File: config.mk
export PLATFORM = sky130hd
export DESIGN_NAME = hlfr_front
export DESIGN_NICKNAME = d
export VERILOG_FILES = /design/src/hw/rtl/hlfr_pkg.sv /design/src/hw/rtl/hlfr_front.sv
export SDC_FILE = /design/constraint.sdc
export NUM_CORES = 1
export LEC_CHECK = 0
export ABC_AREA = 1
export BUFFER_PORTS_ARGS = -buffer_cell sky130_fd_sc_hd__buf_2
export CAP_MARGIN = 10
export CORE_UTILIZATION = 50
export DETAILED_ROUTE_END_ITERATION = 8
export PLACE_DENSITY = 0.84
export SLEW_MARGIN = 10
export SYNTH_ARGS = -nofsm -noshare
export SYNTH_HDL_FRONTEND = slang
export SYNTH_SLANG_ARGS = --single-unit
File: constraint.sdc
create_clock -name aclk -period 5.9 [get_ports aclk]
set_clock_uncertainty 0.05 [all_clocks]
set_input_delay 1.18 -clock aclk [delete_from_list [all_inputs] [get_ports aclk]]
set_output_delay 1.18 -clock aclk [all_outputs]
set_load 0.01 [all_outputs]
File: src/hw/rtl/hlfr_pkg.sv
`default_nettype none
// ----------------------------------------------------------------------------
// hlfr_pkg
// Shared types and constants for the header/length frame receiver.
// ----------------------------------------------------------------------------
package hlfr_pkg;

    localparam int MAX_FRAME   = 1024;
    localparam int ADDR_W      = $clog2(MAX_FRAME);
    localparam int COUNT_W     = $clog2(MAX_FRAME + 1);
    localparam int LEN_W       = 11;
    localparam int HDR_LEN     = 6;
    localparam int LEN_HI_POS  = 6;
    localparam int LEN_END_POS = 8;
    localparam int CFG_IDX_W   = 1;
    localparam int CFG_DATA_W  = 11;
    localparam int QUEUE_DEPTH = 4;
    localparam int QPTR_W      = $clog2(QUEUE_DEPTH);

    localparam logic [CFG_IDX_W-1:0] CFG_LOW_FIRST = 1'b0;
    localparam logic [CFG_IDX_W-1:0] CFG_MIN_LEN   = 1'b1;

    localparam logic [LEN_W-1:0] MIN_LEN_RESET = LEN_W'(26);

    typedef enum logic {
        OP_PUSH = 1'b0,
        OP_READ = 1'b1
    } op_t;

    typedef enum logic [2:0] {
        ST_COLLECT    = 3'd0,
        ST_READY      = 3'd1,
        ST_BAD_HEADER = 3'd2,
        ST_TOO_BIG    = 3'd3,
        ST_OVERFLOW   = 3'd4,
        ST_TOO_SHORT  = 3'd5
    } status_t;

    typedef struct packed {
        op_t               op;
        logic [7:0]        rx_byte;
        logic [ADDR_W-1:0] read_index;
    } in_word_t;

    typedef struct packed {
        status_t          status;
        logic [LEN_W-1:0] frame_length;
        logic [7:0]       read_data;
    } out_word_t;

    // Command passed from the classifier to the store side
    typedef struct packed {
        logic              is_read;
        logic [ADDR_W-1:0] addr;
        logic [7:0]        wr_data;
        status_t           status;
        logic [LEN_W-1:0]  frame_length;
    } cmd_t;

    // Sync header "baiyue"
    function automatic logic [7:0] sync_byte(input logic [2:0] pos);
        logic [7:0] b;
        case (pos)
            3'd0:    b = 8'h62;
            3'd1:    b = 8'h61;
            3'd2:    b = 8'h69;
            3'd3:    b = 8'h79;
            3'd4:    b = 8'h75;
            3'd5:    b = 8'h65;
            default: b = 8'h00;
        endcase
        return b;
    endfunction

endpackage
`default_nettype wire

File: src/hw/rtl/hlfr_front.sv
`default_nettype none
// ----------------------------------------------------------------------------
// hlfr_front
// Accepts words, tracks the frame in progress and classifies each push.
// ----------------------------------------------------------------------------
module hlfr_front import hlfr_pkg::*; (
    input  wire logic                  aclk,
    input  wire logic                  aresetn,
    input  wire logic                  cfg_valid,
    input  wire logic [CFG_IDX_W-1:0]  cfg_index,
    input  wire logic [CFG_DATA_W-1:0] cfg_data,
    input  wire logic                  s_valid,
    input  wire in_word_t              s_data,
    input  wire logic                  cmd_ready,
    output cmd_t                       cmd,
    output logic                       cmd_valid
);

    logic [COUNT_W-1:0] count_reg,   count_next;
    logic [LEN_W-1:0]   decl_reg,    decl_next;
    logic               hdr_ok_reg,  hdr_ok_next;
    logic [7:0]         byte6_reg,   byte6_next;
    logic               low_first_reg;
    logic [LEN_W-1:0]   min_len_reg;

    logic               push;
    logic [COUNT_W-1:0] count_inc;
    logic               hdr_match;
    logic [15:0]        len_word;
    logic [LEN_W-1:0]   decl_eff;
    status_t            push_status;
    logic [LEN_W-1:0]   push_len;
    logic               restart;

    assign cmd_valid = s_valid;
    assign push      = s_valid && cmd_ready && (s_data.op == OP_PUSH);
    assign count_inc = count_reg + COUNT_W'(1);

    always_comb begin
        hdr_match = ((count_reg == '0) ? 1'b1 : hdr_ok_reg)
                    && (s_data.rx_byte == sync_byte(count_reg[2:0]));
        len_word  = low_first_reg ? {s_data.rx_byte, byte6_reg}
                                  : {byte6_reg, s_data.rx_byte};
        decl_eff  = decl_reg;
        if (count_inc == COUNT_W'(LEN_END_POS)) begin
            decl_eff = len_word[LEN_W-1:0];
        end

        push_status = ST_COLLECT;
        push_len    = '0;
        restart     = 1'b0;
        if (count_reg == COUNT_W'(MAX_FRAME)) begin
            push_status = ST_OVERFLOW;
            restart     = 1'b1;
        end else if (count_inc == COUNT_W'(HDR_LEN) && !hdr_match) begin
            push_status = ST_BAD_HEADER;
            restart     = 1'b1;
        end else if (count_inc == COUNT_W'(LEN_END_POS)
                     && len_word > 16'(MAX_FRAME)) begin
            push_status = ST_TOO_BIG;
            restart     = 1'b1;
        end else if (LEN_W'(count_inc) == decl_eff) begin
            restart = 1'b1;
            if (LEN_W'(count_inc) < min_len_reg) begin
                push_status = ST_TOO_SHORT;
            end else begin
                push_status = ST_READY;
                push_len    = LEN_W'(count_inc);
            end
        end

        count_next  = count_reg;
        decl_next   = decl_reg;
        hdr_ok_next = hdr_ok_reg;
        byte6_next  = byte6_reg;
        if (push) begin
            if (count_reg < COUNT_W'(HDR_LEN)) begin
                hdr_ok_next = hdr_match;
            end
            if (count_reg == COUNT_W'(LEN_HI_POS)) begin
                byte6_next = s_data.rx_byte;
            end
            if (restart) begin
                count_next = '0;
                decl_next  = '0;
            end else begin
                count_next = count_inc;
                decl_next  = decl_eff;
            end
        end

        cmd.is_read = (s_data.op == OP_READ);
        if (s_data.op == OP_READ) begin
            cmd.addr         = s_data.read_index;
            cmd.status       = ST_COLLECT;
            cmd.frame_length = '0;
        end else begin
            cmd.addr         = count_reg[ADDR_W-1:0];
            cmd.status       = push_status;
            cmd.frame_length = push_len;
        end
        cmd.wr_data = s_data.rx_byte;
    end

    always_ff @(posedge aclk) begin
        if (!aresetn) begin
            count_reg     <= '0;
            decl_reg      <= '0;
            hdr_ok_reg    <= 1'b0;
            low_first_reg <= 1'b0;
            min_len_reg   <= MIN_LEN_RESET;
        end else begin
            count_reg  <= count_next;
            decl_reg   <= decl_next;
            hdr_ok_reg <= hdr_ok_next;
            if (cfg_valid) begin
                case (cfg_index)
                    CFG_LOW_FIRST: low_first_reg <= cfg_data[0];
                    CFG_MIN_LEN:   min_len_reg   <= LEN_W'(cfg_data);
                    default:       ;
                endcase
            end
        end
    end

    always_ff @(posedge aclk) begin
        byte6_reg <= byte6_next;
    end

endmodule
`default_nettype wire

---- Word-level counts from Yosys, hierarchy flattened ----
Index checks and enable logic that the tools add are counted.
storage, ports and cells
  input port bits ......................... 36
  output and inout port bits .............. 34
  register bits after elaboration ......... 43
cells by class
  bitwise gates (word level) .............. 2
  eq/ne operators ......................... 11
  reduce and logical (&&, ||, !) cells .... 12
  order comparisons ....................... 3
  add/subtract/negate cells ............... 1
  muxes and demuxes ....................... 22
operators with widths
  kind                   number
  $mux 11                8
  $pmux 7 s6             1
  $eq 11x3->1 const B    2
  $gt 16x11->1 const B   1
  $mux 16                1
  $mux 3                 5
  $mux 14                1
  $add 11x1->11 const B  1
  $eq 11x11->1           1
  $eq 11x11->1 const B   1
  $eq 11x4->1 const B    1
  $logic_not 11->1       1
  $lt 11x11->1           1
  $lt 11x3->1 const B    1
  $mux 10                1
  $eq 8x8->1             1
  $reduce_and 2->1       4
  $eq 3x2->1 const B     2
  $eq 3x3->1 const B     2
  $logic_and 1x1->1      5
  $mux 1                 5
  $eq 3x1->1 const B     1
  $logic_not 3->1        1
  $not 1->1              2
  $logic_not 1->1        1

---- Longest topological paths before layout ----
Gate-level depths: netlist of run 1.
  word-level depth ........................ 9
  gate-level depth with buffers ........... 20
  mapped depth without buffers ............ 19

---- Worst setup path before layout of run 1 ----
Ideal clock, no wire load.
  kind .................................... in2out
  start ................................... in s_data[11] (netlist name)
  end ..................................... out cmd[0] (netlist name)
  data required time ...................... 4670 ps
  arrival time ............................ 2856 ps
  path slack .............................. 1814 ps
  stages on the path ...................... 11
  cell sequence ........................... inv_1 > xor2_1 > or2_2 > nor4_1 > nand4_1 > nand2_1 > nand2_1 > nor2_1 > clkbuf_1 > nand2_1 > nor3_2
RTL lines
  item             RTL line          text
  start, declared  hlfr_front.sv:13  input wire in_word_t s_data,
  end, declared    hlfr_front.sv:15  output cmd_t cmd,

==> impl_metrics.json, run 1 <==
{
  "outcome": "finished clean",
  "ir_worst_vdd_mv": 0.119,
  "cts_setup_buffers": 0,
  "drive_above_1_share": 0.163,
  "p_per_area_mw_per_mm2": 150,
  "cts.sinks": 43,
  "cap_violations": 0,
  "synth_area_leaders": "dfxtp_1, nand2_1, nand3_1",
  "areaGrowthSynthToFinish_pct": 11.6,
  "p_leak_nw": 1.86,
  "first_global_vias": 3410,
  "critical-path-max-stage-delay_ns": 0.59,
  "routed_wl_um": 9970,
  "clk_pin_slew_ns": 0.08,
  "crit_family": "simple AND/OR/NAND/NOR gates",
  "synth.avg_cell_area_um2": 6.11,
  "hold_path_class": "reg2reg",
  "rsz0062_at_grt": "false",
  "cp_max_fo": 25,
  "grt_usage": 0.270,
  "die_area_mm2": 0.00745,
  "firstDrtPassIters": 5,
  "ys_seq_area_frac": 0.265,
  "setup_viol": 0,
  "io_buffers": 69,
  "synth_nets": 633,
  "insertion_delay_ns": 0.31,
  "gr-total-overflow": 0,
  "cp-end-kind": "output pin",
  "timing.fmax_ghz": 0.192,
  "vias": 3970,
  "cts_tree": "built",
  "dp_hpwl_um": 7550,
  "critical_path_required_ns": 4.67,
  "multi_input_area_mm2": 0.00215,
  "clock_path_buffers": 2,
  "syn-cell-area_mm2": 0.00355,
  "hold_buffers": 0,
  "drtIter0Drc": 466,
  "place.gp.congestion": 0.981,
  "crit_top_cell": "nand2_1",
  "postSynthCellCount": 581,
  "grt_antenna_before_repair": 0,
  "synth.distinct_cells": 35,
  "cp_num_buf_inv": 1,
  "cpMaxStageDelayCell": "dfxtp_1",
  "antennaDiodeCount": 0,
  "ios": 70,
  "rows": 30,
  "yosysTopAreaCellShare": 0.197,
  "hold_viol_final": 0,
  "finalMaxSlewViolations": 0,
  "async_flop_share": 0,
  "fin_nets": 681,
  "tns_ns": 0,
  "core_mm2": 0.00683,
  "path_class": "reg2out",
  "cp-start-kind": "flop",
  "ant_nets": 0,
  "fin_crit_sh": 0.883,
  "seqCellArea_um2": 941,
  "post_drt_wl_per_cell_um": 13.7,
  "chipHeight_um": 86.3,
  "power_uw": 595,
  "grt_first_pass_wirelength_um": 15900,
  "path_cells": "ha_1 -> nand2_1 -> nor2_4 -> nand3_1 -> nand2_1 -> nand3_1 -> nor2_4 -> nand2_1 -> nand2_1 -> nand2_1 -> nand2_1 -> nand2_1 -> nor2_1 -> nand3_4 -> nor2_2 -> nand2_2 -> nor2_1 -> buf_2",
  "grt_start_max_net_pins": 44,
  "fillerInstances": 698,
  "cts-htree-levels": 2,
  "crit_arrival_ns": 3.98,
  "post-route-min-period_ns": 5.21,
  "cts-root-buf": "clkbuf_8",
  "cts_resized": 0,
  "ys_seq_elements": 43,
  "start_util": 0.520,
  "drc_errors": 0,
  "cts_buffers": 5,
  "synth_edf_count": 8,
  "slew_headroom": 0.501,
  "synth_ff_type": "dfxtp_1",
  "die_w_um": 86.3,
  "avgViaCountPerCell": 5.47,
  "worstMarginPinSlew_ns": 0.747,
  "synth_top_area_cell": "dfxtp_1",
  "yosys_warnings": 0
}
## layout make-up
cell class	instances	share of cell area
multi-input combinational	430	0.541
sequential	43	0.237
timing repair buffer	71	0.0959
inverter	78	0.0738
tap	96	0.0303
clock buffer	6	0.0183
clock inverter	2	0.00316
## final timing paths
path                                   endpoint  cells past startpoint  slack [ns]             from
worst max register to register     count_reg[5]                     16        2.39     count_reg[0]
worst min register to register  min_len_reg[10]                      2        0.41  min_len_reg[10]
worst max-delay path                     cmd[2]                     18        0.69     count_reg[0]
worst min-delay path            min_len_reg[10]                      2        0.41  min_len_reg[10]
## Yosys cell counts, types with 3 or more instances
master / count
nor3_1: 3
dfxtp_1: 35
a31oi_1: 3
nor4_1: 5
a21oi_1: 43
nand2_1: 155
nand4_1: 8
buf_2: 3
nand3_1: 67
ha_1: 16
inv_1: 75
o211ai_1: 5
nor2_4: 3
buf_4: 13
o21ai_0: 36
edfxtp_1: 8
nor2_1: 55
clkbuf_1: 13
or2_2: 4
nand2_2: 8
xor2_1: 3
nor2_2: 4
## through the flow
step,hold slack [ns],setup slack [ns],cell area (um2),std cells,util
2_1_floorplan,0.385,1.81,3550,581,-
3_3_place_gp,0.400,1.25,3850,717,0.564
3_5_place_dp,0.404,1.09,3850,717,0.564
4_1_cts,0.418,0.750,3940,725,0.576
5_1_grt,0.429,0.317,3970,726,0.580
6_report,0.412,0.690,3970,726,0.580
## placed cells by master, fill, tap and decap left out, types with 2 or more instances in the layout
master	n
a31oi_1	3
inv_1	75
nand2_2	8
dfxtp_1	35
nand2_1	155
o21bai_1	2
clkbuf_8	5
inv_2	2
nor2_2	4
nor2_1	55
buf_2	69
o211ai_1	5
nor2_4	3
a21oi_1	43
edfxtp_1	8
o21ai_0	36
or2_2	4
nand3_1	67
nor4_1	5
xor2_1	3
nand4_1	8
nand3b_1	2
nor3_1	3
ha_1	16
## power breakdown
group	total (mW)	switching [mW]	internal [mW]
Clock	0.192	0.109	0.0830
Combinational	0.0927	0.0590	0.0337
Sequential	0.310	0.00516	0.305
Total	0.595	0.174	0.421
## routing by layer
layer	track usage	up-vias	wire (um)
li1	-	1969	-
met1	0.357	1792	4300
met2	0.453	182	4660
met3	0.0371	27	730
met4	0.0939	0	278
met5	0	-	0
## worst reg2reg max path, cell delays in order, from the launching register on
cell and delay (ns):
dfxtp_1 0.59, ha_1 0.30, nand2_1 0.16, nor2_4 0.20
nand3_1 0.08, nand2_1 0.19, nand3_1 0.21, nor2_4 0.37
nand2_1 0.12, nand2_1 0.11, nand2_1 0.06, nand2_1 0.06
nand2_1 0.04, nor2_1 0.21, nand3_4 0.32, nand3_1 0.21
a21oi_1 0.08
## logic make-up after synthesis
family / share of synthesized area
adder cells (fa/ha/maj): 0.0564
XOR/XNOR: 0.00986
AO/OA/AOI/OAI: 0.137
AND/OR/NAND/NOR: 0.400
buffers and inverters: 0.131
flip-flops: 0.265
(Power assumes the default switching activity.)
==> run 2, diff against run 1 <==
--- a/config.mk
+++ b/config.mk
@@ -8,9 +8,11 @@
 export ABC_AREA = 1
 export BUFFER_PORTS_ARGS = -buffer_cell sky130_fd_sc_hd__buf_2
 export CAP_MARGIN = 10
-export CORE_UTILIZATION = 50
+export CELL_PAD_IN_SITES_DETAIL_PLACEMENT = 1
+export CELL_PAD_IN_SITES_GLOBAL_PLACEMENT = 1
+export CORE_UTILIZATION = 41
 export DETAILED_ROUTE_END_ITERATION = 8
-export PLACE_DENSITY = 0.84
+export PLACE_DENSITY = 0.95
 export SLEW_MARGIN = 10
 export SYNTH_ARGS = -nofsm -noshare
 export SYNTH_HDL_FRONTEND = slang
==> impl_metrics.json, run 2 (same netlist as run 1, synthesis figures left out) <==
{
  "grt_start_max_net_pins": 44,
  "whs_ns": 0.411,
  "drtIter0Drc": 222,
  "vias": 4015,
  "place.gp.congestion": 0.984,
  "r2r.worst_path.cells": 16,
  "hold_path_class": "reg2reg",
  "die_w_um": 95.1,
  "io_buffers": 69,
  "drive_above_1_share": 0.165,
  "fillerInstances": 1187,
  "clock_path_buffers": 2,
  "grt_first_pass_wirelength_um": 20200,
  "post_drt_wl_per_cell_um": 16.8,
  "dp_hpwl_um": 9520,
  "cts_resized": 0,
  "worstMarginPinSlew_ns": 0.847,
  "avgViaCountPerCell": 5.46,
  "outcome": "finished clean",
  "cap_violations": 0,
  "start_util": 0.428,
  "rows": 33,
  "post-route-min-period_ns": 5.50,
  "p_per_area_mw_per_mm2": 159,
  "first_global_vias": 4157,
  "chipHeight_um": 95.1,
  "fin_nets": 681,
  "cts-htree-levels": 2,
  "hold_path_depth": 2,
  "hold_buffers": 0,
  "tns_ns": 0,
  "crit_arrival_ns": 4.27,
  "cts.sinks": 43,
  "cp-start-kind": "flop",
  "r2r_end": "decl_reg[8]",
  "die_area_mm2": 0.00904,
  "insertion_delay_ns": 0.32,
  "reg2reg_from": "count_reg[0]",
  "p_sw_uw": 187,
  "hold_end": "min_len_reg[9]",
  "timing.fmax_ghz": 0.182,
  "ant_nets": 0,
  "core_mm2": 0.00830,
  "slew_headroom": 0.435,
  "cts-root-buf": "clkbuf_8",
  "grt_antenna_before_repair": 0,
  "cts_tree": "built",
  "cp_max_fo": 25,
  "p_sw_frac": 0.296,
  "areaGrowthSynthToFinish_pct": 11.9,
  "cts_buffers": 5,
  "routed_wl_um": 12400,
  "power_frac_comb": 0.150,
  "mostFrequentLayoutCell": "nand2_1",
  "power_frac_seq": 0.491,
  "cp-end-kind": "output pin",
  "path_class": "reg2out",
  "rsz0062_at_grt": "false",
  "p_clk_frac": 0.359,
  "fin_crit_sh": 0.933,
  "final_cell_mix": "nand2_1, inv_1, buf_2, nand3_1, nor2_1",
  "ir_worst_vdd_mv": 0.0891,
  "min_from": "min_len_reg[9]",
  "grt_usage": 0.289,
  "antennaDiodeCount": 0,
  "setup_viol": 0,
  "ios": 70,
  "critical_path_required_ns": 4.67,
  "drc_errors": 0,
  "p_leak_nw": 1.86,
  "hold_viol_final": 0,
  "worst-r2r-setup-slack_ns": 2.13,
  "internal-power_uw": 444,
  "firstDrtPassIters": 4,
  "cts_setup_buffers": 0,
  "clk_pin_slew_ns": 0.09,
  "finalMaxSlewViolations": 0,
  "gr-total-overflow": 0
}
run 2: area by class of cell:
type / count / area (um2) / share of cell area
clock buffers: 7 / 96.3 / 0.0242
clock inverters: 1 / 7.51 / 0.00189
multi-input cells: 430 / 2150 / 0.540
repair buffers: 71 / 360 / 0.0907
inverters: 78 / 293 / 0.0737
flip-flops and latches: 43 / 941 / 0.237
well taps: 105 / 131 / 0.0331
run 2: worst max path at each step:
| stage | from | to | slack [ns] | cells past startpoint |
|---|---|---|---|---|
| 3_3_place_gp | count_reg[0] | cmd[2] | 1.11 | 18 |
| 2_1_floorplan | s_data[11] | cmd[0] | 1.81 | 11 |
| 3_5_place_dp | count_reg[0] | cmd[8] | 0.87 | 18 |
| 5_1_grt | count_reg[0] | cmd[1] | 0.02 | 18 |
| 6_report | count_reg[0] | cmd[2] | 0.40 | 18 |
| 4_1_cts | count_reg[0] | cmd[8] | 0.51 | 18 |
run 2: worst max-delay path, cell delays in order (launching register included):
cell,delay (ns)
dfxtp_1,0.63
ha_1,0.31
nand2_1,0.16
o21ai_0,0.20
nand2_1,0.24
nor2_1,0.18
nand3_1,0.16
nor2_4,0.35
nand2_1,0.15
nand2_1,0.13
nand2_1,0.06
nand2_1,0.06
nand2_1,0.05
nor2_1,0.22
nand3_4,0.34
nor2_2,0.20
nand2_2,0.19
nor2_1,0.15
buf_2,0.14
run 2: power by group through the flow:
stage	clock network [mW]	logic [mW]	registers [mW]
after floorplan	0	0.0626	0.313
after global placement	0	0.0894	0.316
after detailed placement	0	0.0934	0.317
after CTS	0.228	0.0946	0.310
after global routing	0.239	0.106	0.311
final	0.226	0.0946	0.310
run 2: layer usage:
| metal | up-vias | global-route usage | wire length [um] |
|---|---|---|---|
| met5 | - | 0 | 0 |
| met4 | 0 | 0.117 | 381 |
| met3 | 28 | 0.0518 | 699 |
| met2 | 123 | 0.505 | 6040 |
| met1 | 1894 | 0.348 | 5230 |
| li1 | 1970 | - | - |
run 2: per-stage QoR:
| stage | utilization | std cells | cell area (um2) | worst slack, ns | power, mW |
|---|---|---|---|---|---|
| 6_report | 0.479 | 735 | 3980 | 0.396 | 0.631 |
| 2_1_floorplan | - | 581 | 3550 | 1.81 | 0.376 |
| 4_1_cts | 0.479 | 735 | 3980 | 0.506 | 0.633 |
| 3_3_place_gp | 0.466 | 727 | 3870 | 1.11 | 0.406 |
| 3_5_place_dp | 0.466 | 727 | 3870 | 0.869 | 0.410 |
| 5_1_grt | 0.479 | 735 | 3980 | 0.0216 | 0.656 |
