<file path="src/hw/rtl/hlfr_pkg.sv">
`default_nettype none
// ----------------------------------------------------------------------------
// hlfr_pkg
// Shared types and constants for the header/length frame receiver.
// ----------------------------------------------------------------------------
package hlfr_pkg;

    localparam int MAX_FRAME   = 1024;
    localparam int ADDR_W      = $clog2(MAX_FRAME);
    localparam int COUNT_W     = $clog2(MAX_FRAME + 1);
    localparam int LEN_W       = 11;
    localparam int HDR_LEN     = 6;
    localparam int LEN_HI_POS  = 6;
    localparam int LEN_END_POS = 8;
    localparam int CFG_IDX_W   = 1;
    localparam int CFG_DATA_W  = 11;
    localparam int QUEUE_DEPTH = 4;
    localparam int QPTR_W      = $clog2(QUEUE_DEPTH);

    localparam logic [CFG_IDX_W-1:0] CFG_LOW_FIRST = 1'b0;
    localparam logic [CFG_IDX_W-1:0] CFG_MIN_LEN   = 1'b1;

    localparam logic [LEN_W-1:0] MIN_LEN_RESET = LEN_W'(26);

    typedef enum logic {
        OP_PUSH = 1'b0,
        OP_READ = 1'b1
    } op_t;

    typedef enum logic [2:0] {
        ST_COLLECT    = 3'd0,
        ST_READY      = 3'd1,
        ST_BAD_HEADER = 3'd2,
        ST_TOO_BIG    = 3'd3,
        ST_OVERFLOW   = 3'd4,
        ST_TOO_SHORT  = 3'd5
    } status_t;

    typedef struct packed {
        op_t               op;
        logic [7:0]        rx_byte;
        logic [ADDR_W-1:0] read_index;
    } in_word_t;

    typedef struct packed {
        status_t          status;
        logic [LEN_W-1:0] frame_length;
        logic [7:0]       read_data;
    } out_word_t;

    // Command passed from the classifier to the store side
    typedef struct packed {
        logic              is_read;
        logic [ADDR_W-1:0] addr;
        logic [7:0]        wr_data;
        status_t           status;
        logic [LEN_W-1:0]  frame_length;
    } cmd_t;

    // Sync header "baiyue"
    function automatic logic [7:0] sync_byte(input logic [2:0] pos);
        logic [7:0] b;
        case (pos)
            3'd0:    b = 8'h62;
            3'd1:    b = 8'h61;
            3'd2:    b = 8'h69;
            3'd3:    b = 8'h79;
            3'd4:    b = 8'h75;
            3'd5:    b = 8'h65;
            default: b = 8'h00;
        endcase
        return b;
    endfunction

endpackage
`default_nettype wire

</file>
<file path="src/hw/rtl/hlfr_queue.sv">
`default_nettype none
// ----------------------------------------------------------------------------
// hlfr_queue
// Short command queue between the classifier and the store side.
// ----------------------------------------------------------------------------
module hlfr_queue import hlfr_pkg::*; (
    input  wire logic aclk,
    input  wire logic aresetn,
    input  wire logic push_valid,
    output logic      push_ready,
    input  wire cmd_t push_cmd,
    output logic      pop_valid,
    input  wire logic pop_ready,
    output cmd_t      pop_cmd
);

    cmd_t                entry_reg [QUEUE_DEPTH];
    logic [QPTR_W-1:0]   wptr_reg, wptr_next;
    logic [QPTR_W-1:0]   rptr_reg, rptr_next;
    logic [QPTR_W:0]     fill_reg, fill_next;
    logic                do_push, do_pop;

    assign push_ready = (fill_reg != (QPTR_W+1)'(QUEUE_DEPTH));
    assign pop_valid  = (fill_reg != '0);
    assign pop_cmd    = entry_reg[rptr_reg];
    assign do_push    = push_valid && push_ready;
    assign do_pop     = pop_valid && pop_ready;

    always_comb begin
        wptr_next = do_push ? wptr_reg + QPTR_W'(1) : wptr_reg;
        rptr_next = do_pop  ? rptr_reg + QPTR_W'(1) : rptr_reg;
        fill_next = fill_reg;
        if (do_push && !do_pop) begin
            fill_next = fill_reg + (QPTR_W+1)'(1);
        end else if (do_pop && !do_push) begin
            fill_next = fill_reg - (QPTR_W+1)'(1);
        end
    end

    always_ff @(posedge aclk) begin
        if (!aresetn) begin
            wptr_reg <= '0;
            rptr_reg <= '0;
            fill_reg <= '0;
        end else begin
            wptr_reg <= wptr_next;
            rptr_reg <= rptr_next;
            fill_reg <= fill_next;
        end
    end

    always_ff @(posedge aclk) begin
        if (do_push) begin
            entry_reg[wptr_reg] <= push_cmd;
        end
    end

endmodule
`default_nettype wire

</file>
<file path="config.mk">
export PLATFORM = sky130hd
export DESIGN_NAME = hlfr_queue
export DESIGN_NICKNAME = d
export VERILOG_FILES = /design/src/hw/rtl/hlfr_pkg.sv /design/src/hw/rtl/hlfr_queue.sv
export SDC_FILE = /design/constraint.sdc
export NUM_CORES = 1
export LEC_CHECK = 0
export BUFFER_PORTS_ARGS = -buffer_cell sky130_fd_sc_hd__buf_2
export CAP_MARGIN = 20
export CORE_MARGIN = 1.5
export CORE_UTILIZATION = 45
export DETAILED_ROUTE_END_ITERATION = 7
export PLACE_DENSITY = 0.67
export SYNTH_ARGS = -nofsm -noshare
export SYNTH_HDL_FRONTEND = slang
export SYNTH_SLANG_ARGS = --single-unit
</file>
<file path="constraint.sdc">
create_clock -name aclk -period 2.2 [get_ports aclk]
set_clock_uncertainty 0.15 [all_clocks]
set_input_delay 0.11 -clock aclk [delete_from_list [all_inputs] [get_ports aclk]]
set_output_delay 0.11 -clock aclk [all_outputs]
set_load 0.02 [all_outputs]
</file>
Word level (Yosys, flattened, before mapping)
Memories as Yosys holds them, arrays and structs flattened. A register that Yosys moved wholly into a read port is not among the register bits.
Index checks and enable logic that the tools add are counted.
{"block": "totals", "wordCells": 23, "register_bits": 7, "ramBits": 132, "n_memories": 1, "in_bits": 37}
{"memory": "entry_reg", "words": 4, "word_bits": 33, "rd": 1, "rd_clocked_by_memory_dff": 1, "wr": 1, "line_no": "hlfr_queue.sv:17", "source": "cmd_t entry_reg [QUEUE_DEPTH];"}
{"block": "classes", "reduce_logical": 8, "n_addsub": 4, "n_eq_ne": 1, "muxes": 6}
{"cell": "two-way mux 3 bit", "n": 2}
{"cell": "adder 2 x 1 -> 2 bit (second input constant)", "n": 2}
{"cell": "logical AND 1 bit", "n": 4}
{"cell": "two-way mux 2 bit", "n": 2}
{"cell": "adder 3 x 1 -> 3 bit (second input constant)", "n": 1}
{"cell": "inequality test 3 bit (second input constant)", "n": 1}
{"cell": "nonzero test 3 bit", "n": 1}
{"cell": "subtractor 3 x 1 -> 3 bit (second input constant)", "n": 1}
{"cell": "zero test 1 bit", "n": 2}
{"cell": "two-way mux 1 bit", "n": 2}
{"cell": "nonzero test 2 bit", "n": 1}

Longest topological paths before layout
Gate-level depths: netlist of the first run.
{"block": "logic_depth", "word_depth": 6, "depth_mapped": 8, "depth_no_buf": 8}

Worst setup path before layout of the first run
No wires, ideal clock.
{"block": "synth_timing", "kind": "register to register", "from": "register fill_reg[0]", "to": "register fill_reg[2]", "t_arrival_ns": 2.057, "path_buffers": 0, "setup_slack_ns": -0.082, "setup_ns": 0.076, "path_stages_with_launch": 9, "path_cell_list": "dfxtp_1 nor2_1 a21boi_2 ha_1 inv_1 fa_1 xor2_1 or3_1 a21boi_0"}
{"block": "synth_via", "elab_chain_cells": 5, "elab_cells_between_ends": 13, "classes_between": "add/sub (2); eq/ne (1); mux (2); reduce/logical (8)"}
{"element": "start, declared", "line_no": "hlfr_queue.sv:20", "source": "logic [QPTR_W:0] fill_reg, fill_next;"}
{"element": "start signal, assigned", "line_no": "hlfr_queue.sv:48", "source": "fill_reg <= fill_next;"}
{"element": "inequality test 3 bit (*)", "line_no": "hlfr_queue.sv:23", "source": "assign push_ready = (fill_reg != (QPTR_W+1)'(QUEUE_DEPTH));"}
{"element": "logical AND 1 bit (*)", "line_no": "hlfr_queue.sv:26", "source": "assign do_push = push_valid && push_ready;"}
{"element": "net do_push", "line_no": "hlfr_queue.sv:21", "source": "logic do_push, do_pop;"}
{"element": "zero test 1 bit", "line_no": "hlfr_queue.sv:35", "source": "end else if (do_pop && !do_push) begin"}
{"element": "logical AND 1 bit", "line_no": "hlfr_queue.sv:35"}
{"element": "nonzero test 2 bit (no source line)"}
Mark *: on every way through the listed nets, which the timed path passes. The rest lies on a longest branch. The select of a mux whose other input is x is not followed.
A chain may end at the register's enable or synchronous reset.

==> out/qor.yml, run 1 <==
route:
  drtAntennaViolNets: 0
  length_of_the_first_detailed_routing_pass_in_iterations: 4
  post-route-drc-count: 0
  drt-total-wl_mm: 8.96
  wire_per_inst_um: 17.6
  vias: 2596
  initialDrtViolationCount: 143
  route.detailed.vias_per_inst: 5.09
synth:
  postSynthAreaPerCell_um2: 24.0
  synth.yosys.warnings: 0
  synth-edff-count: 132
  syn_area_um2: 5300
  synth.top_cells.by_area: "edfxtp_1, mux4_2, dfxtp_1"
  yosysTopAreaCellShare_pct: 74.7
  synthDistinctLibCells: 24
  ys.flop_type: "edfxtp_1"
  postSynth.asyncResetShare_pct: 0
  syn_inst: 221
  yosysSeqAreaShare_pct: 78.1
  syn_nets: 264
  synth-seq-cells: 141
  yosys.area.top_type: "edfxtp_1"
power_and_ir_drop:
  leakage_nw: 2.37
  p_per_cell_area_nw_per_um2: 1160
  ir_drop_v: 0.000689
finish:
  antenna_cells: 0
  stdcell_count: 510
  design.final.nets: 398
  fillCellCount: 838
  final-seq-area_um2: 4160
  fin_area_um2: 6770
  fin_util_pct: 59.1
  area_taken_by_multi_input_logic_gates_um2: 1060
  drive_above_1_share_pct: 42.0
  layout-area-overhead-vs-synth_pct: 27.7
  largest_register_ff_count: 132
die:
  fp-row-count: 39
  initial_core_util_pct: 46.3
  core_region_area_um2: 11500
  ioPinCount: 72
  die_area_um2: 12400
  floorplan_die_height_um: 112
  die_width_um: 112
critical_path:
  regToRegEndpoint: "fill_reg[2]"
  crit_path_max_fanout: 18
  endpoint_kind: "output port"
  timing.reg2reg.worst_path_depth: 8
  rr_startpoint: "fill_reg[1]"
  critPathArrivalTime_ns: 1.82
  worst_setup_path_start_kind: "flop"
  worstSetupPathType: "reg2out"
  reg2reg_slack_ns: 0.12
  worst-endpoint-required_ns: 1.94
grt:
  grt_start_max_net_pins: 23
  grtUsageTotal_pct: 15.8
  grt_remaining_overflow: 0
  grt_pass1_wl_mm: 14.4
  via_count_of_the_first_global_routing_pass: 2781
  number_of_antenna_violations_at_the_first_check_in_global_routing: 0
worst_hold_path:
  holdPathEnd: "wptr_reg[1]"
  holdCritPathClass: "in2reg"
  number_of_stages_on_the_worst_hold_path: 5
  hold_start: "push_valid"
clock_network:
  cts.sinks: 141
  cts.root.buffer_cell: "clkbuf_16"
  clk_transition_reported_paths_ns: 0.05
  clock_tree.htree_level_count: 4
  clk_latency_ns: 0.41
  tritoncts_clock_tree: "yes"
  cts_max_path_buffers: 2
  cts_inserted_buffers: 17
timing:
  timing.final.hold_violations: 0
  final.setup.tns_ns: 0
  fin_crit_ns: 2.08
  final-setup-viol-count: 0
  maxSlewHeadroom_pct: 76.3
  whs_ns: 0.190
  min_period_over_period_pct: 94.8
  fmaxAchievable_ghz: 0.480
  max_slew.worst_pin.slew_ns: 0.355
  number_of_pins_exceeding_their_max_slew_limit_in_the_final_report: 0
placed_design:
  post-place-cells: 439
  dp_hpwl_mm: 5.37
  globalplace.congestion: 0.714
  placed_cell_area_um2: 5880
  numPortBuffers: 71
run:
  max_cap_viol_count: 0
run_status:
  run_status: "finished, final reports clean"
## timing repair
item | 4_1_cts | 5_1_grt
endpoints found under the setup margin | 5 | 1
gates resized for setup | 4 | 2
pin swaps | 1 | 4
endpoints found under the hold margin | 141 | 0
hold buffers | 35 | 0
gates cloned | 0 | 0
setup buffers | 0 | 5
## cell usage in the layout (no fill, tap or decap), drive strengths merged, types with 5 or more instances in the layout
cell and count:
ha 5, and2 8, edfxtp 132, mux4 33, nand2 5, dlygate4sd3 35
clkinv 7, clkbuf 23, buf 89, dfxtp 9
## per-layer routing
metal  GRT usage (%)  routed length [um]  up-vias
li1                -                   -     1190
met1            20.0                4020     1330
met2            25.0                4430       63
met3            5.28                 371       13
met4            7.09                 141        0
met5               0                   0        -
## kinds of logic (layout without fill, tap and decap cells)
family | count (synthesis) | after routing | share of synthesized area [%]
AO/OA/AOI/OAI | 5 | 5 | 1.16
XOR/XNOR | 4 | 4 | 0.661
adder cells (fa/ha/maj) | 6 | 6 | 1.56
buffers and inverters | 12 | 158 | 1.98
flip-flops | 141 | 141 | 78.1
multiplexers | 36 | 36 | 14.8
AND/OR/NAND/NOR | 17 | 17 | 1.72
## synth_stat cells (2+ instances only)
library cell  instances
dfxtp_1               9
inv_1                 3
buf_12                3
or3_1                 2
buf_2                 3
and2_1                8
mux2i_1               3
xnor2_1               3
edfxtp_1            132
nand2_1               5
ha_1                  5
mux4_2               30
mux4_1                3
clkbuf_1              2
## where the power goes
group	total, mW	internal (mW)	switching (mW)
Clock	2.39	1.42	0.975
Sequential	3.44	3.28	0.161
Combinational	2.04	0.969	1.07
Total	7.87	5.66	2.21
## per-stage QoR
stage                     setup slack [ns]  total power, mW
after floorplan                     0.0303             4.90
after global placement               0.108             5.43
after detailed placement          -0.00659             5.47
after CTS                         -0.00164             7.93
after global routing              -0.00486             8.23
final                                0.115             7.87
## cell type report
class	instances	area share, %
Multi-Input combinational cell	68	15.7
Tap cell	143	2.64
Clock buffer	23	6.61
Timing Repair Buffer	124	12.8
Clock inverter	8	0.684
Sequential cell	141	61.4
Inverter	3	0.166
## worst max-delay path, cell delays in order, from the launching register on
cell     delay [ns]
dfxtp_4        0.45
buf_12         0.22
mux4_1         0.55
buf_2          0.18
## worst max path at each step
| stage | to | from |
|---|---|---|
| floorplan | fill_reg[2] | fill_reg[0] |
| CTS | fill_reg[2] | fill_reg[1] |
| detailed placement | fill_reg[2] | fill_reg[0] |
| global placement | fill_reg[2] | fill_reg[1] |
| global route | fill_reg[2] | fill_reg[1] |
| finish | pop_cmd[28] | flop |
(Power assumes the default switching activity.)
==> run 2, diff against run 1 <==
--- a/config.mk
+++ b/config.mk
@@ -11,6 +11,7 @@
 export CORE_UTILIZATION = 45
 export DETAILED_ROUTE_END_ITERATION = 7
 export PLACE_DENSITY = 0.67
+export REMOVE_ABC_BUFFERS = 1
 export SYNTH_ARGS = -nofsm -noshare
 export SYNTH_HDL_FRONTEND = slang
 export SYNTH_SLANG_ARGS = --single-unit
==> constraint.sdc (replaced) <==
create_clock -name aclk -period 2.2 [get_ports aclk]
set_clock_uncertainty 0.15 [all_clocks]
set_input_delay 0.22 -clock aclk [delete_from_list [all_inputs] [get_ports aclk]]
set_output_delay 0.22 -clock aclk [all_outputs]
set_load 0.02 [all_outputs]
==> out/qor.yml, run 2 (synthesized netlist as in run 1, its figures left out) <==
critical_path:
  critical-path-max-stage-delay_ns: 0.59
  endpoint_kind: "output port"
  buffers_inverters_on_critical_path: 2
  crit_path_max_fanout: 22
  worst-endpoint-required_ns: 1.83
  worstSetupPathType: "reg2out"
  critPathArrivalTime_ns: 1.74
  crit_slowest_cell: "mux4_1"
  worst_setup_path_start_kind: "flop"
  worstPathCellList: "buf_12 -> mux4_1 -> buf_2"
  path_delay_family: "multiplexers"
die:
  die_width_um: 112
  die_area_um2: 12400
  ioPinCount: 72
  core_region_area_um2: 11500
  floorplan_die_height_um: 112
  initial_core_util_pct: 46.3
  fp-row-count: 39
grt:
  grt_pass1_wl_mm: 14.3
  number_of_antenna_violations_at_the_first_check_in_global_routing: 0
  grt_start_max_net_pins: 34
  via_count_of_the_first_global_routing_pass: 2773
  grt_remaining_overflow: 0
  grtUsageTotal_pct: 15.7
route:
  wire_per_inst_um: 17.3
  route.detailed.vias_per_inst: 5.08
  initialDrtViolationCount: 109
  length_of_the_first_detailed_routing_pass_in_iterations: 4
  vias: 2565
  drt-total-wl_mm: 8.73
  post-route-drc-count: 0
  drtAntennaViolNets: 0
clock_network:
  clk_latency_ns: 0.40
  cts_inserted_buffers: 17
  setup_repair_bufs_after_cts: 0
  tritoncts_clock_tree: "yes"
  cts_max_path_buffers: 2
  cts.root.buffer_cell: "clkbuf_16"
  clock_tree.htree_level_count: 4
  clk_transition_reported_paths_ns: 0.05
  cts.sinks: 141
finish:
  antenna_cells: 0
  largest_register_ff_count: 132
  drive_above_1_share_pct: 41.7
  most_common_cell_after_layout_fill_and_taps_aside: "edfxtp_1"
  layout-area-overhead-vs-synth_pct: 27.8
  fin_util_pct: 59.1
  layout_common_cells: "edfxtp_1, buf_2, dlygate4sd3_1"
  design.final.nets: 393
run:
  max_cap_viol_count: 0
run_status:
  run_status: "finished, final reports clean"
timing:
  max_slew.worst_pin.slew_ns: 0.340
  fin_crit_ns: 2.11
  number_of_pins_exceeding_their_max_slew_limit_in_the_final_report: 0
  rsz0062_at_grt: "no"
  timing.final.hold_violations: 0
  final-setup-viol-count: 0
  fmaxAchievable_ghz: 0.475
  min_period_over_period_pct: 95.7
  maxSlewHeadroom_pct: 77.4
placed_design:
  globalplace.congestion: 0.654
  dp_hpwl_mm: 5.42
  numPortBuffers: 71
power_and_ir_drop:
  leakage_nw: 2.36
  ir_drop_v: 0.000600
  power_mw: 7.88
  p_per_cell_area_nw_per_um2: 1160
worst_hold_path:
  holdCritPathClass: "in2reg"
run 2: cell types whose count changed in the layout (fill, tap and decap cells not counted), sizes merged:
cell	delta
buf	-4
bufinv	+1
clkbuf	-4
clkinv	+3
dlygate4sd3	-1
run 2: tightest hold or removal path: cells and delay by family:
family          cells  cell delay (ns)
xor+xnor            1             0.07
simple gates        1             0.15
buf+inv             1             0.13
compound gates      1             0.07
run 2: metrics by stage:
step           hold WS, ns  instances  setup slack, ns  TNS, ns  area (um^2)
6_report             0.129        505           0.0938        0         6780
5_1_grt              0.140        505          0.00852        0         6780
4_1_cts              0.112        505           0.0395        0         6770
3_5_place_dp         0.289        440          -0.0396  -0.0396         5920
3_3_place_gp         0.283        440           0.0381        0         5920
2_1_floorplan        0.169        212           -0.438   -18.88         5210
run 2: worst paths after layout:
path / slack (ns) / start / cells after the start / end
max: 0.09 / flop / 3 / pop_cmd[29]
min: 0.13 / pop_ready / 4 / rptr_reg[0]
max reg2reg: 0.10 / fill_reg[1] / 7 / fill_reg[2]
min reg2reg: 0.36 / wptr_reg[0] / 2 / wptr_reg[0]
run 2: area by class of cell:
cell class / instances / area, um^2
Sequential cell: 141 / 4150
Timing Repair Buffer: 119 / 863
Multi-Input combinational cell: 68 / 1060
Tap cell: 143 / 179
Clock buffer: 19 / 433
Inverter: 3 / 11.3
Clock inverter: 12 / 80.1
Fill cell: 834 / 4690
run 2: layer usage:
metal	up-vias	share of wire (%)	GRT usage, %
met4	0	1.2	6.58
met2	65	50	25.8
met3	11	5.0	5.28
met5	-	0	0
met1	1307	44	19.1
li1	1182	-	-
run 2: repair_timing:
action                                  in CTS  in global routing
hold endpoints to repair                   137                  0
hold buffers                                34                  0
pin swaps                                    0                  2
endpoints found under the setup margin       1                  2
resized for setup                            1                  4
run 2: power breakdown:
part	leakage (nW)	internal [mW]	switching (mW)
sequential	1.29	3.27	0.111
clock	0.251	1.51	0.930
combinational	0.824	0.954	1.10
total	2.36	5.74	2.14
==> run 3, diff against run 2 <==
--- a/config.mk
+++ b/config.mk
@@ -11,6 +11,7 @@
 export CORE_UTILIZATION = 45
 export DETAILED_ROUTE_END_ITERATION = 7
 export PLACE_DENSITY = 0.67
+export RECOVER_POWER = 50
 export REMOVE_ABC_BUFFERS = 1
 export SYNTH_ARGS = -nofsm -noshare
 export SYNTH_HDL_FRONTEND = slang
==> out/qor.yml, run 3 (synthesized netlist as in run 1, its figures left out) <==
run_status:
  run_status: "finished, final reports clean"
critical_path:
  worst_setup_path_start_kind: "flop"
  crit_slowest_cell: "mux4_1"
  worstSetupPathType: "reg2out"
  endpoint_kind: "output port"
  timing.reg2reg.worst_path_depth: 7
  reg2reg_slack_ns: 0.11
  worstPathCellList: "buf_12 -> mux4_1 -> buf_2"
  crit_cells: 3
  critical-path-max-stage-delay_ns: 0.59
  crit_path_max_fanout: 22
  worst-endpoint-required_ns: 1.83
  buffers_inverters_on_critical_path: 2
  critPathArrivalTime_ns: 1.73
  path_delay_family: "multiplexers"
clock_network:
  setup_repair_bufs_after_cts: 0
  cts_max_path_buffers: 2
  cts.sinks: 141
  clock_tree.htree_level_count: 4
  cts.root.buffer_cell: "clkbuf_16"
  cts_inserted_buffers: 17
  clk_transition_reported_paths_ns: 0.05
  clk_latency_ns: 0.40
  tritoncts_clock_tree: "yes"
finish:
  fin_util_pct: 58.5
  area_taken_by_multi_input_logic_gates_um2: 1050
  drive_above_1_share_pct: 31.2
  fillCellCount: 859
  most_common_cell_after_layout_fill_and_taps_aside: "edfxtp_1"
  layout_common_cells: "edfxtp_1, clkbuf_1, buf_2"
  final-seq-area_um2: 4150
  design.final.nets: 393
  largest_register_ff_count: 132
  layout-area-overhead-vs-synth_pct: 26.5
  antenna_cells: 0
  fin_area_um2: 6710
die:
  floorplan_die_height_um: 112
  die_area_um2: 12400
  core_region_area_um2: 11500
  die_width_um: 112
  fp-row-count: 39
  ioPinCount: 72
  initial_core_util_pct: 46.3
grt:
  grt_remaining_overflow: 0
  number_of_antenna_violations_at_the_first_check_in_global_routing: 0
  grt_start_max_net_pins: 34
  via_count_of_the_first_global_routing_pass: 2773
  grtUsageTotal_pct: 15.7
  grt_pass1_wl_mm: 14.3
placed_design:
  dp_hpwl_mm: 5.42
  globalplace.congestion: 0.654
  placed_cell_area_um2: 5920
  numPortBuffers: 71
worst_hold_path:
  number_of_stages_on_the_worst_hold_path: 4
  holdCritPathClass: "in2reg"
power_and_ir_drop:
  ir_drop_v: 0.000599
  power_mw: 7.85
  p_per_cell_area_nw_per_um2: 1170
  leakage_nw: 2.26
timing:
  max_slew.worst_pin.slew_ns: 0.502
  min_period_over_period_pct: 95.7
  maxSlewHeadroom_pct: 66.1
  number_of_pins_exceeding_their_max_slew_limit_in_the_final_report: 0
  fmaxAchievable_ghz: 0.475
  final-setup-viol-count: 0
  fin_crit_ns: 2.10
  rsz0062_at_grt: "no"
  timing.final.hold_violations: 0
route:
  post-route-drc-count: 0
  wire_per_inst_um: 17.2
  length_of_the_first_detailed_routing_pass_in_iterations: 4
  drt-total-wl_mm: 8.71
  route.detailed.vias_per_inst: 5.07
  initialDrtViolationCount: 93
  vias: 2561
  drtAntennaViolNets: 0
run:
  max_cap_viol_count: 0
[run 3: cell types whose count changed in the layout (fill, tap and decap cells not counted)]
cell / previous run / this run
buf_12: 5 / 4
o311ai_2: 1 / 0
buf_2: 71 / 37
and2_1: 4 / 2
o311ai_0: 0 / 1
and2_2: 4 / 2
clkbuf_4: 0 / 1
and2_0: 0 / 4
clkbuf_1: 2 / 37
buf_4: 9 / 8
[run 3: path summary, 6_finish.rpt]
check                                    to        start
worst max-delay path            pop_cmd[29]         flop
worst min register to register  wptr_reg[0]  wptr_reg[0]
worst min-delay path            rptr_reg[0]    pop_ready
worst max register to register  fill_reg[2]  fill_reg[1]
[run 3: final cells by class]
| class | instances | share of cell area, % |
|---|---|---|
| clock buffers | 19 | 6.45 |
| well taps | 143 | 2.67 |
| clock inverters | 12 | 1.19 |
| inverters | 3 | 0.168 |
| repair buffers | 119 | 12.0 |
| multi-input cells | 68 | 15.6 |
| flip-flops and latches | 141 | 61.9 |
[run 3: stage by stage]
step / setup slack [ns] / TNS (ns) / cells / hold WS, ns
3_5_place_dp: -0.0396 / -0.0396 / 440 / 0.289
4_1_cts: 0.0395 / 0 / 505 / 0.112
3_3_place_gp: 0.0381 / 0 / 440 / 0.283
2_1_floorplan: -0.438 / -18.88 / 212 / 0.169
6_report: 0.0950 / 0 / 505 / 0.122
5_1_grt: 0.0177 / 0 / 505 / 0.134
[run 3: power by group]
group / leakage (nW) / switching, mW / internal [mW]
clock network: 0.251 / 0.928 / 1.51
registers: 1.29 / 0.106 / 3.27
logic: 0.720 / 1.10 / 0.936
total: 2.26 / 2.14 / 5.72
[run 3: worst register-to-register path, stage by stage (launching register included)]
cell and delay, ns:
dfxtp_4 0.37, o31ai_4 0.26, ha_2 0.22, inv_1 0.05, fa_1 0.37, xor2_1 0.17
or3_1 0.30, a21boi_0 0.15
[run 3: what timing repair did]
| action | 4_1_cts | 5_1_grt |
|---|---|---|
| hold endpoints to repair | 137 | 0 |
| pin swaps | 0 | 2 |
| gates resized for setup | 1 | 4 |
| endpoints found under the setup margin | 1 | 2 |
| hold buffers | 34 | 0 |
[run 3: per-layer routing]
layer | up-vias | part of all wire [%] | track usage (%)
li1 | 1182 | - | -
met1 | 1301 | 44 | 19.1
met2 | 67 | 50 | 25.8
met3 | 11 | 5.3 | 5.28
met4 | 0 | 1.2 | 6.58
met5 | - | 0 | 0
